### src/design/lfcf_pkg.sv
// Shared types and constants of the lowpass feedback comb filter.
// No dependencies; used by the register file, sequencer, datapath and top level.
package lfcf_pkg;

	localparam int DELAY_W    = 16;
	localparam int GAIN_W     = 15;
	localparam int CFG_IDX_W  = 2;
	localparam int CFG_DATA_W = 16;

	// Q1.15 unity and rounding half
	localparam logic [15:0] ONE_Q15  = 16'h8000;
	localparam int          RND_HALF = 16384;
	localparam int          Q_SHIFT  = 15;

	// register indexes
	localparam logic [CFG_IDX_W-1:0] REG_DELAY    = 2'd0;
	localparam logic [CFG_IDX_W-1:0] REG_GAIN     = 2'd1;
	localparam logic [CFG_IDX_W-1:0] REG_LPF_EN   = 2'd2;
	localparam logic [CFG_IDX_W-1:0] REG_LPF_GAIN = 2'd3;

	typedef struct packed {
		logic [DELAY_W-1:0] delay_samples;
		logic [GAIN_W-1:0]  comb_gain;
		logic               lpf_enable;
		logic [GAIN_W-1:0]  lpf_gain;
	} cfg_t;

	typedef enum logic [1:0] {
		S_IDLE,
		S_MUL1,
		S_MUL2,
		S_WRITE
	} state_t;

	// sequencer commands to the datapath
	typedef struct packed {
		logic accept;
		logic mul1;
		logic mul2;
		logic commit;
	} cmd_t;

endpackage

### src/design/lfcf_ctrl.sv
// Sequencer of the comb filter: steps one sample through read, two
// multiplies and write-back, and owns both handshakes. Depends on lfcf_pkg.
module lfcf_ctrl (
	input  logic           clk,
	input  logic           arst_n,
	input  logic           in_valid,
	output logic           in_ready,
	output logic           out_valid,
	input  logic           out_ready,
	output lfcf_pkg::cmd_t cmd
);
	import lfcf_pkg::*;

	state_t state_q;
	state_t state_nxt;
	logic   out_valid_q;
	logic   out_free;

	assign out_free = !out_valid_q || out_ready;

	// State register
	always_ff @(posedge clk or negedge arst_n) begin
		if (!arst_n) begin
			state_q <= S_IDLE;
		end else begin
			state_q <= state_nxt;
		end
	end

	// Next state and commands
	always_comb begin
		state_nxt = state_q;
		cmd       = '0;
		case (state_q)
			S_IDLE: begin
				if (in_valid) begin
					cmd.accept = 1'b1;
					state_nxt  = S_MUL1;
				end
			end
			S_MUL1: begin
				cmd.mul1  = 1'b1;
				state_nxt = S_MUL2;
			end
			S_MUL2: begin
				cmd.mul2  = 1'b1;
				state_nxt = S_WRITE;
			end
			S_WRITE: begin
				// hold until the output register can take the beat
				if (out_free) begin
					cmd.commit = 1'b1;
					state_nxt  = S_IDLE;
				end
			end
			default: state_nxt = S_IDLE;
		endcase
	end

	// Output beat valid
	always_ff @(posedge clk or negedge arst_n) begin
		if (!arst_n) begin
			out_valid_q <= 1'b0;
		end else if (cmd.commit) begin
			out_valid_q <= 1'b1;
		end else if (out_ready) begin
			out_valid_q <= 1'b0;
		end
	end

	assign in_ready  = (state_q == S_IDLE);
	assign out_valid = out_valid_q;

endmodule

### config.mk
export PLATFORM = sky130hd
export DESIGN_NAME = lfcf_ctrl
export DESIGN_NICKNAME = d
export VERILOG_FILES = /design/src/design/lfcf_pkg.sv /design/src/design/lfcf_ctrl.sv
export SDC_FILE = /design/constraint.sdc
export NUM_CORES = 1
export LEC_CHECK = 0
export ABC_CLOCK_PERIOD_IN_PS = 1400
export BUFFER_PORTS_ARGS = -buffer_cell sky130_fd_sc_hd__buf_2
export CORE_AREA = 2 2 39 41
export CTS_CLUSTER_SIZE = 8
export DETAILED_ROUTE_END_ITERATION = 10
export DIE_AREA = 0 0 41 43
export GPL_TIMING_DRIVEN = 0
export PLACE_DENSITY_LB_ADDON = 0.2
export RECOVER_POWER = 50
export SLEW_MARGIN = 30
export SYNTH_ARGS = -nofsm -noshare
export SYNTH_HDL_FRONTEND = slang
export SYNTH_SLANG_ARGS = --single-unit
### constraint.sdc
create_clock -name clk -period 1.4 [get_ports clk]
set_input_delay 0.21 -clock clk [delete_from_list [all_inputs] [get_ports clk]]
set_output_delay 0.21 -clock clk [all_outputs]
set_load 0.01 [all_outputs]
==> results.sh <==
export IMPL_outcome="complete, no violations"
export IMPL_antenna_found_initial=0
export IMPL_cts_buffers_inserted=3
export IMPL_cp_num_buf_inv=0
export IMPL_grt_total_usage_pct=6.83
export IMPL_hold_ws_ps=287
export IMPL_r2r_cells=4
export IMPL_critPathArrivalTime_ps=1500
export IMPL_final_cell_mix="buf_2 (8), clkbuf_4 (3), dfrtp_1 (3)"
export IMPL_hold_viol_final=0
export IMPL_ctsHtreeMaxLevel=1
export IMPL_instances_no_fill=50
export IMPL_dr_wl_met3_um=58
export IMPL_first_iter_violations=0
export IMPL_critical_path_endpoint_type="flip-flop"
export IMPL_p_sw_uw=308
export IMPL_pre_cts_slack_ps=-22.8
export IMPL_maxCapViolCount=0
export IMPL_rsz0062_at_grt="yes"
export IMPL_syn_nets=26
export IMPL_cp_max_fo=3
export IMPL_routed_top_layer="met3"
export IMPL_vias_per_cell=3.80
export IMPL_grt_overflow=0
export IMPL_grt_max_degree=5
export IMPL_min_path_type="input pin to flip-flop"
export IMPL_dr_wl_met2_um=234
export IMPL_clock_latency_ps=230
export IMPL_drive_above_1_share_pct=61.8
export IMPL_p_int_uw=510
export IMPL_wl_per_cell_um=10.4
export IMPL_setup_violations=0
export IMPL_slowest_delay_ps=410
export IMPL_worstPathRequired_ps=1510
export IMPL_coreArea_mm2=0.00138
export IMPL_syn_area_um2=205
export IMPL_clockPowerShare_pct=18.8
export IMPL_wl_met1_um=228
export IMPL_drc=0
export IMPL_timing_final_ws_setup_ps=9.79
export IMPL_drt_first_pass_iters=1
export IMPL_ant_nets=0
export IMPL_die_w_um=41
export IMPL_syn2layout_area_growth_pct=67.7
export IMPL_grt_pass1_vias=188
export IMPL_cts_sinks=3
export IMPL_final_period_utilization_pct=99.3
export IMPL_fin_util_pct=24.9
export IMPL_root_buffer="clkbuf_4"
export IMPL_fin_nets=43
export IMPL_clk_path_buf_depth=2
export IMPL_routed_wl_um=520
export IMPL_leakagePower_uw=0.000180
export IMPL_fin_crit_ps=1390
export IMPL_fin_skew_ps=4.08
export IMPL_synth_cell_types=9
export IMPL_critPathTopFamily="flip-flops"
export IMPL_clk_pin_slew_ps=40
export IMPL_start_util_pct=14.8
export IMPL_slew_headroom_pct=88.9
export IMPL_io_buffers=9
export IMPL_grt_pass1_wl_um=710
export IMPL_max_freq_mhz=719
export IMPL_synth_seq_cells=3
export IMPL_ir_drop_v=0.000616
export IMPL_cp_depth=4
export IMPL_num_antenna_cells=0
export IMPL_critical_path_cell_chain="ha_2, and3b_2, a21oi_4, mux2_4"
export IMPL_combPwrFrac_pct=59.3
export IMPL_die_h_um=43
export IMPL_hold_path_depth=3
export IMPL_dp_cells=43
export IMPL_crit_slowest_cell="dfrtp_1"
export IMPL_p_per_area_mw_per_mm2=2380
export IMPL_num_rows=14
export IMPL_io_pins=10
export IMPL_p_sw_share_pct=37.6
export IMPL_layout_commonest_cell="buf_2"
export IMPL_slew_viol_final=0
export IMPL_cts_tree="built"
export IMPL_worst_slew_pin_transition_ps=166
export IMPL_seqPwrFrac_pct=21.9
export IMPL_tns_ps=0
export IMPL_avgSynthCellArea_um2=11.4
export IMPL_path_class="flip-flop to flip-flop"
export IMPL_critPathLaunchType="flip-flop"
export IMPL_seq_area_frac_synth_pct=36.6
export IMPL_synthCells=18
export IMPL_gp_congestion=0.679
export IMPL_ys_warn_count=0
export IMPL_num_vias=190
export IMPL_design_die_area_mm2=0.00176
-- registers in the layout, summed over array words and instances (netlist names) --
| signal | flops |
|---|---|
| out_valid | 1 |
| state_q | 2 |
-- layout make-up --
cell class                 count  area (um2)
tap                           16        20.0
timing repair buffer          12        68.8
clock buffer                   4        26.3
inverter                       3        11.3
sequential                     3        75.1
fill                         162        1040
multi-input combinational     12         143
-- synth_stat cells --
library cell | count | share of area, %
dfrtp_1 | 3 | 37
ha_1 | 4 | 24
and3b_1 | 1 | 4.3
o32a_2 | 1 | 5.5
and2_1 | 2 | 6.1
nand2b_1 | 2 | 6.1
a21oi_2 | 1 | 4.3
inv_1 | 3 | 5.5
mux2_4 | 1 | 7.3
-- final timing paths --
path,from,to,slack [ps]
max in group asynchronous,arst_n,state_q[1],930
min in group asynchronous,arst_n,out_valid,310
setup / recovery,state_q[1],state_q[1],10
hold / removal,out_ready,out_valid,290
setup reg to reg,state_q[1],state_q[1],10
hold reg to reg,out_valid,out_valid,550
-- power by group through the flow --
| stage | clock (uW) | sequential [uW] | combinational (uW) |
|---|---|---|---|
| finish | 154 | 179 | 485 |
| global placement | 0 | 178 | 361 |
| detailed placement | 0 | 183 | 364 |
| global route | 166 | 187 | 535 |
| floorplan | 0 | 176 | 255 |
| CTS | 161 | 174 | 428 |
-- tightest hold or removal path, stage by stage --
cell and delay, ps:
buf_2 90, nand2b_1 110, nand2b_1 60
-- through the flow --
step	total power (uW)	cell area [um2]
6_report	818	344
5_1_grt	887	344
4_1_cts	763	328
3_5_place_dp	547	270
3_3_place_gp	538	270
2_1_floorplan	431	205
-- metal layers --
layer	vias up	track usage (%)
met5	-	0
met4	0	6.00
met3	0	4.71
met2	11	9.06
met1	87	6.77
li1	92	-
-- cell families (layout without fill, tap and decap cells) --
| kind of cell | after synthesis | in the layout | share of synthesized area, % |
|---|---|---|---|
| and+or+nand+nor | 5 | 5 | 16.5 |
| adders and majority gates | 4 | 4 | 24.4 |
| DFF | 3 | 3 | 36.6 |
| buffers and inverters | 3 | 19 | 5.49 |
| AOI/OAI and AO/OA | 2 | 2 | 9.76 |
| muxes | 1 | 1 | 7.31 |
-- repair_timing --
action                                  CTS  global route
pin swaps                                 0             1
endpoints found under the hold margin     3             0
cloned                                    0             0
hold buffers                              1             0
setup buffers                             2             0
endpoints found under the setup margin    2             2
gates resized for setup                   3             4
No activity file was read; power rests on OpenSTA's default activity.
