`src/design/lfcf_pkg.sv`:
```
// Shared types and constants of the lowpass feedback comb filter.
// No dependencies; used by the register file, sequencer, datapath and top level.
package lfcf_pkg;

	localparam int DELAY_W    = 16;
	localparam int GAIN_W     = 15;
	localparam int CFG_IDX_W  = 2;
	localparam int CFG_DATA_W = 16;

	// Q1.15 unity and rounding half
	localparam logic [15:0] ONE_Q15  = 16'h8000;
	localparam int          RND_HALF = 16384;
	localparam int          Q_SHIFT  = 15;

	// register indexes
	localparam logic [CFG_IDX_W-1:0] REG_DELAY    = 2'd0;
	localparam logic [CFG_IDX_W-1:0] REG_GAIN     = 2'd1;
	localparam logic [CFG_IDX_W-1:0] REG_LPF_EN   = 2'd2;
	localparam logic [CFG_IDX_W-1:0] REG_LPF_GAIN = 2'd3;

	typedef struct packed {
		logic [DELAY_W-1:0] delay_samples;
		logic [GAIN_W-1:0]  comb_gain;
		logic               lpf_enable;
		logic [GAIN_W-1:0]  lpf_gain;
	} cfg_t;

	typedef enum logic [1:0] {
		S_IDLE,
		S_MUL1,
		S_MUL2,
		S_WRITE
	} state_t;

	// sequencer commands to the datapath
	typedef struct packed {
		logic accept;
		logic mul1;
		logic mul2;
		logic commit;
	} cmd_t;

endpackage

```
`src/design/lfcf_regs.sv`:
```
// Configuration register file of the comb filter.
// Depends on lfcf_pkg.
module lfcf_regs (
	input  logic                            clk,
	input  logic                            arst_n,
	input  logic                            cfg_we,
	input  logic [lfcf_pkg::CFG_IDX_W-1:0]  cfg_index,
	input  logic [lfcf_pkg::CFG_DATA_W-1:0] cfg_wdata,
	output lfcf_pkg::cfg_t                  cfg
);
	import lfcf_pkg::*;

	cfg_t cfg_q;

	// Decode register writes
	always_ff @(posedge clk or negedge arst_n) begin
		if (!arst_n) begin
			cfg_q.delay_samples <= DELAY_W'(1);
			cfg_q.comb_gain     <= '0;
			cfg_q.lpf_enable    <= 1'b0;
			cfg_q.lpf_gain      <= '0;
		end else if (cfg_we) begin
			case (cfg_index)
				REG_DELAY:    cfg_q.delay_samples <= cfg_wdata[DELAY_W-1:0];
				REG_GAIN:     cfg_q.comb_gain     <= cfg_wdata[GAIN_W-1:0];
				REG_LPF_EN:   cfg_q.lpf_enable    <= cfg_wdata[0];
				REG_LPF_GAIN: cfg_q.lpf_gain      <= cfg_wdata[GAIN_W-1:0];
				default: ;
			endcase
		end
	end

	assign cfg = cfg_q;

endmodule

```
`config.mk`:
```
export PLATFORM = sky130hd
export DESIGN_NAME = lfcf_regs
export DESIGN_NICKNAME = d
export VERILOG_FILES = /design/src/design/lfcf_pkg.sv /design/src/design/lfcf_regs.sv
export SDC_FILE = /design/constraint.sdc
export NUM_CORES = 1
export LEC_CHECK = 0
export ABC_AREA = 1
export BUFFER_PORTS_ARGS = -buffer_cell sky130_fd_sc_hd__buf_2
export CORE_ASPECT_RATIO = 1.1
export CORE_MARGIN = 2
export CORE_UTILIZATION = 35
export CTS_CLUSTER_SIZE = 12
export DETAILED_ROUTE_END_ITERATION = 6
export PLACE_DENSITY = 0.68
export REMOVE_ABC_BUFFERS = 1
export SYNTH_ARGS = -nofsm -noshare
export SYNTH_HDL_FRONTEND = slang
export SYNTH_SLANG_ARGS = --single-unit
```
`constraint.sdc`:
```
create_clock -name clk -period 0.8 [get_ports clk]
set_input_delay 0.16 -clock clk [delete_from_list [all_inputs] [get_ports clk]]
set_output_delay 0.16 -clock clk [all_outputs]
set_load 0.1 [all_outputs]
```
==> run metrics, run 1 <==
Crit Path Max Fanout 2; Crit Path Category flip-flop to primary output; Critical R2R Launch cfg[4]$_DFFE_PN0P_; vias in the first global route 1858; Max clock buf depth 2; Die W between 70 and 80 um; slew margin rel. between 70% and 80%; wire length of the first global-routing pass between 9 and 10 mm; Setup crit start kind flip-flop; CTS tree yes; worst skew pair latency just under 0.3 ns; largest area contributor in the netlist dfrtp_1; top-area cell type share of the netlist area between 50% and 60%; filler instances between 400 and 500; fin worst setup slack -0.4073 ns; Via density a little under 5; largest net degree at the start of global routing 25; crit path time final about 1.2 ns; final period utilization 150.9%; sequential area share after synthesis about three fifths; Post-synth EDFFs 0; Post-Syn Instances roughly 210; synth warn 0; worst min path class input pin to flip-flop; CP max stage cell dfstp_2; Ports 68; diodes inserted 0; Unique masters post-synth 14; full die area between 6000 and 7000 um^2; WP data required approximately 0.64 ns; PortBufs between 60 and 70; share of synthesized registers carrying an async set or reset between 90% and 100%; worst slew pin tran around 0.38 ns; DRC Markers 0; #FFs+latches synth between 40 and 50; Max Clk Rate 0.8283 GHz; Hold Crit Depth 3; status complete, but fails checks; multi-input logic area between 700 and 800 um^2; initial detailed-routing violation count roughly 140; final WL between 5 and 6 mm; DR pass1 iterations 4; commonest cells in the synthesized netlist 94 x nand2_1, 46 x dfrtp_1, 31 x nand4_1; Critical R2R Capture cfg[4]$_DFFE_PN0P_; fraction of layout instances using a drive strength above 1 40.97%; Cell Area, Synth between 1500 and 2000 um^2; post-DR wirelength/cell between 10 and 15 um; RePlAce Congestion 0.7764; r2r setup slk 0 ns; Area growth syn-to-layout 76.94%; Num CTS Buffers 5; max-cap violation count 0; clock root buffer clkbuf_8; Worst Setup End Kind primary output; RSZ-0062 raised after global routing true; WHS Endpoint cfg[46]$_DFFE_PN0P_; worst path arrival time 1.05 ns; crit path from cfg[31]$_DFFE_PN1P_; Nets 330; Layout Skew 0 ns; Post-DRT Antenna Nets 0; main flop type after synthesis dfrtp_1; hold path start cfg_wdata[15]; Crit path largest cell delay around 0.57 ns; Final HPWL DP 3.916 mm; syn avg cell area 9.366 um^2; Total GRT Usage between 10% and 20%; Seq. cell area about 1200 um^2; depth of the CTS H-tree 2; Final Slew Violations 0; critical path cell sequence buf_12; initial antenna violation count 0; power per cell area roughly 3000 nW/um^2; Core ar. 5430 um^2; VDD IR max 1664 uV; count leader, synth nand2_1; total gr overflow 0; Leak approximately 1.8 nW; Final Hold Fails 0; Die Ht roughly 83 um; failing checks setup timing; Worst-path clk slew ~0.090 ns; Final Setup Violations 47; Starting Density 36.57%; Rows 28; r2r worst-path depth 3; synth top area cells dfrtp_1 58%, nand2_1 18%, nand4_1 9.8%; Crit path max-delay family flip-flops; setup TNS -12.34 ns; max FFs per register 47; Total Power ~11 mW; Buf+Inv Stages, Crit Path 1; Via Count around 1900; post-layout util between 60% and 70%; clock sink count 47
cells in the final DEF, fill, tap and decap left out:
| master | instances |
|---|---|
| nand2_4 | 1 |
| nor2_4 | 1 |
| nand2_2 | 7 |
| bufinv_16 | 1 |
| buf_12 | 50 |
| inv_4 | 1 |
| dlygate4sd3_1 | 1 |
| dfstp_2 | 1 |
| dfrtp_1 | 46 |
| clkbuf_8 | 6 |
| nand4_1 | 31 |
| buf_6 | 7 |
| buf_2 | 20 |
| clkinv_2 | 1 |
| nand2_1 | 87 |
| nand3_4 | 2 |
| inv_1 | 1 |
| nand3_1 | 17 |
| buf_4 | 29 |
metal layers:
layer / vias up / global-route usage [%] / share of wire, %
met3: 6 / 4.733 / 5.6
met5: - / 0 / 0
met1: 931 / 25.47 / 43
met4: 0 / 4.944 / 1.3
li1: 895 / - / -
met2: 54 / 29.39 / 50
worst register-to-register path, delay by kind of cell, from the launching register on:
family        cells  cell delay [ns]
flops             1             0.42
simple gates      2             0.12
buf+inv           1             0.15
worst max-delay path by stage:
| stage | slack (ns) | endpoint | cells past startpoint |
|---|---|---|---|
| final | -0.41 | cfg[31] | 1 |
| after global routing | -0.44 | cfg[31] | 1 |
| after CTS | -0.42 | cfg[31] | 1 |
| after detailed placement | -0.22 | cfg[32]$_DFFE_PN0P_ | 5 |
| after global placement | -0.15 | cfg[40]$_DFFE_PN0P_ | 5 |
| after floorplan | -0.36 | cfg[0]$_DFFE_PN0P_ | 2 |
power by group:
part / internal [mW] / switching [mW] / leakage [nW]
Clock: 1.01 / 0.779 / 0.0612
Combinational: 1.99 / 3.51 / 1.14
Sequential: 2.76 / 0.458 / 0.585
Total: 5.76 / 4.75 / 1.78
cells by family (layout without fill, tap and decap cells):
logic type | count (synthesis) | after routing | share of synthesized area, %
flops | 47 | 47 | 59.29
buf+inv | 19 | 117 | 6.238
simple gates | 146 | 146 | 34.47
repair_timing:
action,4_1_cts,5_1_grt
setup buffers,14,10
hold buffers,1,0
pin swaps,0,8
gates resized for setup,0,15
setup endpoints to repair,47,55
endpoints found under the hold margin,46,0
through the flow:
step,area (um^2),cells,hold WS (ns),setup slack [ns]
after CTS,3397,376,0.1056,-0.4213
after detailed placement,3164,353,0.03252,-0.2179
after global routing,3513,385,0.1200,-0.4418
after global placement,3164,353,0.03722,-0.1455
final,3513,385,0.1106,-0.4073
after floorplan,1872,195,-0.1356,-0.3558
final cells by class:
| type | count | share of cell area, % |
|---|---|---|
| well taps | 75 | 2.671 |
| inverters | 2 | 0.2849 |
| flip-flops and latches | 47 | 33.51 |
| multi-input cells | 146 | 20.12 |
| repair buffers | 107 | 40.06 |
| clock inverters | 2 | 0.9972 |
| clock buffers | 6 | 2.350 |
(Power assumes the default switching activity.)
==> inputs of run 2 (changes only) <==
--- a/config.mk
+++ b/config.mk
@@ -5,14 +5,13 @@
 export SDC_FILE = /design/constraint.sdc
 export NUM_CORES = 1
 export LEC_CHECK = 0
-export ABC_AREA = 1
 export BUFFER_PORTS_ARGS = -buffer_cell sky130_fd_sc_hd__buf_2
 export CORE_ASPECT_RATIO = 1.1
 export CORE_MARGIN = 2
 export CORE_UTILIZATION = 35
 export CTS_CLUSTER_SIZE = 12
 export DETAILED_ROUTE_END_ITERATION = 6
-export PLACE_DENSITY = 0.68
+export PLACE_DENSITY = 0.7
 export REMOVE_ABC_BUFFERS = 1
 export SYNTH_ARGS = -nofsm -noshare
 export SYNTH_HDL_FRONTEND = slang
==> run metrics, run 2 <==
power per cell area 3257 nW/um^2 (+8.9%); Critical R2R Launch cfg[41]$_DFFE_PN0P_; r2r worst-path depth 2 (-1); CP max stage cell dfstp_2; Layout Skew 0 ns (unchanged); Crit path max-delay family flip-flops; Final Hold Fails 0 (unchanged); Cell Area, Synth 1788 um^2 (-10%); Final Slew Violations 0 (unchanged); Crit path largest cell delay 0.57 ns (about the same); setup TNS -15.74 ns (-3.402 ns); Crit Path Category flip-flop to primary output; r2r setup slk -0.14 ns (-0.14 ns); dpl cells 230 (-35%); fraction of layout instances using a drive strength above 1 77.14% (+36 points); worst path arrival time 1.05 ns (about the same); worst skew pair latency 0.29 ns (about the same); initial antenna violation count 0 (unchanged); PortBufs 67 (unchanged); #FFs+latches synth 47 (unchanged); Num CTS Buffers 5 (unchanged); critical path depth 1 (unchanged); Max Clk Rate 0.8282 GHz (about the same); max FFs per register 47 (unchanged); Seq. cell area 1177 um^2 (unchanged); Nets 230 (-30%); crit path from cfg[31]$_DFFE_PN1P_; Max clock buf depth 2 (unchanged); fin worst setup slack -0.4075 ns (-0.0002440 ns); filler instances 277 (-37%); Crit Path Max Fanout 2 (unchanged); commonest non-fill, non-tap cell in the layout buf_12; status complete, but fails checks; main flop type after synthesis dfrtp_1; Die Ht 78.96 um (-4.9%); Buf+Inv Stages, Crit Path 1 (unchanged); Via density 4.769 (-2.7%); clock root buffer clkbuf_8; initial detailed-routing violation count 56 (-60%); Area growth syn-to-layout 100.7%; hold path start cfg_wdata[15]; sequential area share after synthesis 65.85% (+6.6 points); depth of the CTS H-tree 2 (unchanged); Total Power 11.69 mW (+11%); Via Count 1278 (-32%); WP data required 0.64 ns (about the same); RePlAce Congestion 0.6924 (-11%); Starting Density 36.00% (-0.56 points); Worst Setup End Kind primary output; Die W 72.15 um (-4.8%); worst slew pin tran 0.2574 ns (-0.1208 ns); synth top area cells dfrtp_1 64%, mux2_2 30%, dfstp_2 1.5%; top-area cell type share of the netlist area 64.38% (+6.4 points); DR pass1 iterations 4 (unchanged); WL met3 200 um (-36%); Post-synth EDFFs 0 (unchanged); failing checks setup timing; Post-DP Area 2983 um^2 (-5.7%); Final HPWL DP 2.937 mm (-25%); largest net degree at the start of global routing 48 (+92%); final WL 4.886 mm (-13%); slew margin rel. 82.84% (+8.1 points); vias in the first global route 1333 (-28%); share of synthesized registers carrying an async set or reset 100.0% (unchanged); Post-Syn Instances 101 (-52%); Unique masters post-synth 10 (-4); synth warn 0 (unchanged); Setup crit start kind flip-flop; Post-DRT Antenna Nets 0 (unchanged); Core ar. 4966 um^2 (-8.5%); multi-input logic area 743.2 um^2 (+5.1%); commonest cells in the synthesized netlist 47 x mux2_2, 46 x dfrtp_1; total gr overflow 0 (unchanged); count leader, synth mux2_2; full die area 5697 um^2 (-9.5%); Rows 27 (-3.6%); fin area 3588 um^2 (+2.1%); clock sink count 47 (unchanged); Final Setup Violations 81 (+72%); met2 wire len 2.683 mm (-4.6%); wire length of the first global-routing pass 7.348 mm (-19%); Top Metal Used met4; pre-CTS setup slack -0.3780 ns (-0.1601 ns); final period utilization 150.9% (about the same); syn avg cell area 17.70 um^2 (+89%); DRT met1 WL 1.923 mm (-20%); DRC Markers 0 (unchanged); Total GRT Usage 17.60% (-1.1 points); CTS tree yes; Worst-path clk slew 0.09 ns (about the same); worst min path class input pin to flip-flop; max-cap violation count 0 (unchanged); VDD IR max 1969 uV (+18%); non-filler instance count after layout 268 (-30%); critical path cell sequence buf_12; Hold Crit Depth 2 (-1); most frequent cells in the layout 52 x buf_12, 46 x dfrtp_1, 40 x mux2_4; Leak 1.757 nW (-1.4%); diodes inserted 0 (unchanged); largest area contributor in the netlist dfrtp_1; RSZ-0062 raised after global routing true; crit path time final 1.208 ns (+0.0002440 ns); post-DR wirelength/cell 18.23 um (+25%); Ports 68 (unchanged)
==> run 2: cell types whose count changed after synthesis, sizes merged, moves of 2 or more <==
cell	previous run	this run
nand4	31	0
nand3	19	1
mux2	0	47
nand2	95	0
inv	2	0
buf	16	3
nand3b	0	2
==> run 2: where the power goes <==
group          internal [mW]  switching (mW)  leakage, nW
Clock                  0.786           0.779       0.0505
Sequential              2.83           0.526        0.555
Combinational           2.76            4.00         1.15
Total                   6.38            5.31         1.76
==> run 2: cells by family after synthesis <==
logic type | share of synthesized area [%]
muxes | 29.60
DFF | 65.85
and+or+nand+nor | 2.659
buffers and inverters | 1.889
==> run 2: worst paths after layout <==
path / end
max reg2reg: cfg[41]$_DFFE_PN0P_
max in group asynchronous: cfg[31]$_DFFE_PN1P_
min reg2reg: cfg[25]$_DFFE_PN0P_
min in group asynchronous: cfg[19]$_DFFE_PN0P_
min: cfg[46]$_DFFE_PN0P_
max: cfg[31]
==> run 2: layer usage <==
metal / track usage, % / vias up
li1: - / 574
met1: 20.86 / 663
met3: 3.934 / 8
met2: 30.73 / 33
met5: 0 / -
met4: 6.792 / 0
==> run 2: timing repair <==
item	in CTS	in global routing
hold buffers	1	0
gates resized for setup	49	14
gates cloned	2	0
pin swaps	2	0
buffers inserted	4	23
setup endpoints to repair	92	91
hold endpoints to repair	46	0
==> run 2: cell type report <==
cell class	instances	area share [%]
multi-input combinational	51	20.71
tap	58	2.022
timing repair buffer	104	41.56
clock buffer	7	2.685
clock inverter	1	0.2092
sequential	47	32.81
==> run 2: stage by stage <==
| step | hold slack (ns) | utilization (%) |
|---|---|---|
| final | 0.09545 | 72.26 |
| after global routing | 0.09283 | 72.26 |
| after CTS | 0.09116 | 67.72 |
| after detailed placement | 0.1627 | 60.07 |
| after global placement | 0.1615 | 60.07 |
| after floorplan | -0.1356 | - |
==> inputs of run 3 (changes only) <==
--- a/config.mk
+++ b/config.mk
@@ -11,7 +11,7 @@
 export CORE_UTILIZATION = 35
 export CTS_CLUSTER_SIZE = 12
 export DETAILED_ROUTE_END_ITERATION = 6
-export PLACE_DENSITY = 0.7
+export PLACE_DENSITY = 0.67
 export REMOVE_ABC_BUFFERS = 1
 export SYNTH_ARGS = -nofsm -noshare
 export SYNTH_HDL_FRONTEND = slang
==> constraint.sdc (replaced) <==
create_clock -name clk -period 1.4 [get_ports clk]
set_input_delay 0.28 -clock clk [delete_from_list [all_inputs] [get_ports clk]]
set_output_delay 0.28 -clock clk [all_outputs]
set_load 0.1 [all_outputs]
==> run metrics, run 3 (synthesized netlist as in run 2, its figures left out) <==
largest net degree at the start of global routing 32 (-33%); clock root buffer clkbuf_8; Switching Share 50.76% (+5.3 points); Starting Density 36.00% (unchanged); diodes inserted 0 (unchanged); Clock power frac 19.2% (+5.8 points); Final Slew Violations 0 (unchanged); initial antenna violation count 0 (unchanged); DRC Markers 0 (unchanged); Setup crit start kind flip-flop; total gr overflow 0 (unchanged); full die area 5697 um^2 (unchanged); Core ar. 4966 um^2 (unchanged); max-cap violation count 0 (unchanged); Nets 200 (-13%); DR pass1 iterations 4 (unchanged); Crit Path Category flip-flop to primary output; max FFs per register 47 (unchanged); Via Count 1147 (-10%); Final HPWL DP 2.865 mm (-2.4%); Via density 4.819 (+1.1%); vias in the first global route 1284 (-3.7%); Layout Skew 0 ns (unchanged); Net Sw Power 2.797 mW (-47%); Final Setup Violations 0 (-100%); critical path cell sequence buf_2; Die Ht 78.96 um (unchanged); CP max stage cell buf_2; post-DR wirelength/cell 15.77 um (-13%); register share of total power 31.8% (+3.0 points); slew margin rel. 67.43% (-15 points); Worst-path clk slew 0.09 ns (about the same); crit path time final about 1.4 ns; Final Hold Fails 0 (unchanged); fraction of layout instances using a drive strength above 1 73.33% (-3.8 points); status complete, no violations; RePlAce Congestion 0.7537 (+8.9%); worst slew pin tran 0.4920 ns (+0.2346 ns); Worst Setup End Kind primary output; Die W 72.15 um (unchanged); P_int 2.713 mW (-57%); post-layout util 49.61% (-23 points); final period utilization about 100%; worst skew pair latency 0.30 ns (about the same); setup TNS 0 ns (+15.74 ns); most frequent cells in the layout 47 x mux2_2, 46 x dfrtp_1, 37 x buf_2; CTS tree yes; commonest non-fill, non-tap cell in the layout mux2_2; Total GRT Usage 14.49% (-3.1 points); final WL 3.754 mm (-23%); Post-DRT Antenna Nets 0 (unchanged); power per cell area 2236 nW/um^2 (-31%); combinational power share 49.0% (-8.9 points); Crit Path Max Fanout 2 (unchanged); wire length of the first global-routing pass 6.313 mm (-14%); PortBufs 67 (unchanged); WP data required 1.12 ns (+0.48 ns); Buf+Inv Stages, Crit Path 1 (unchanged); Crit path largest cell delay 0.43 ns (-0.14 ns); Ports 68 (unchanged); Max clock buf depth 2 (unchanged); Max Clk Rate about 0.73 GHz; Area growth syn-to-layout 37.79%; Rows 27 (unchanged); VDD IR max 1133 uV (-42%); worst min path class input pin to flip-flop; r2r setup slk 0.62 ns (+0.76 ns); filler instances 438 (+58%); depth of the CTS H-tree 2 (unchanged); worst path arrival time 1.09 ns (+0.04 ns); RSZ-0062 raised after global routing false; Leak 1.163 nW (-34%); clock sink count 47 (unchanged); Crit path max-delay family buffers and inverters; Num CTS Buffers 5 (unchanged); initial detailed-routing violation count 12 (-79%)
## run 3: path summary, 6_finish.rpt
check                                    start             endpoint  depth (start not counted)
hold reg to reg             cfg[1]$_DFFE_PN0P_   cfg[1]$_DFFE_PN0P_                          1
setup reg to reg           cfg[31]$_DFFE_PN1P_  cfg[31]$_DFFE_PN1P_                          1
min in group asynchronous               arst_n  cfg[29]$_DFFE_PN0P_                          2
setup / recovery           cfg[34]$_DFFE_PN0P_              cfg[34]                          1
hold / removal                   cfg_wdata[15]  cfg[46]$_DFFE_PN0P_                          2
max in group asynchronous               arst_n   cfg[9]$_DFFE_PN0P_                          3
## run 3: per-layer routing
metal / vias up / routed length [um] / track usage [%]
li1: 510 / - / -
met1: 586 / 1378 / 15.33
met2: 46 / 1993 / 25.78
met5: - / 0 / 0
met3: 5 / 340 / 6.472
met4: 0 / 41 / 3.962
## run 3: power by group through the flow
stage / Combinational (mW) / Clock [mW] / Sequential [mW]
after floorplan: 0.260 / 0 / 3.67
after global placement: 2.62 / 0 / 1.76
after detailed placement: 2.64 / 0 / 1.78
after CTS: 2.64 / 1.09 / 1.75
after global routing: 2.77 / 1.13 / 1.79
final: 2.70 / 1.06 / 1.75
## run 3: repair_timing
item                                   4_1_cts  5_1_grt
hold buffers                                 1        0
setup endpoints to repair                    0       29
endpoints found under the hold margin       15        0
gates resized for setup                      0       29
setup buffers                                0        0
## run 3: final cells by class
cell class                      instances  area [um^2]  share of cell area (%)
Sequential cell                        47         1177                   47.79
Multi-Input combinational cell         51        576.8                   23.41
Timing Repair Buffer                   74        515.5                   20.92
Clock buffer                            6        82.58                   3.352
Tap cell                               58        72.57                   2.946
Clock inverter                          2        38.79                   1.574
## run 3: through the flow
step | std cells | power (mW) | hold WS, ns | setup slack [ns] | instance area [um^2]
detailed placement | 229 | 4.417 | 0.2321 | 0.06938 | 2260
floorplan | 98 | 3.931 | -0.01559 | 0.08842 | 1754
global route | 238 | 5.694 | 0.2174 | 0.001393 | 2464
CTS | 238 | 5.480 | 0.2065 | 0.003120 | 2391
finish | 238 | 5.509 | 0.2153 | 0.03292 | 2464
global placement | 229 | 4.372 | 0.2200 | 0.1025 | 2260
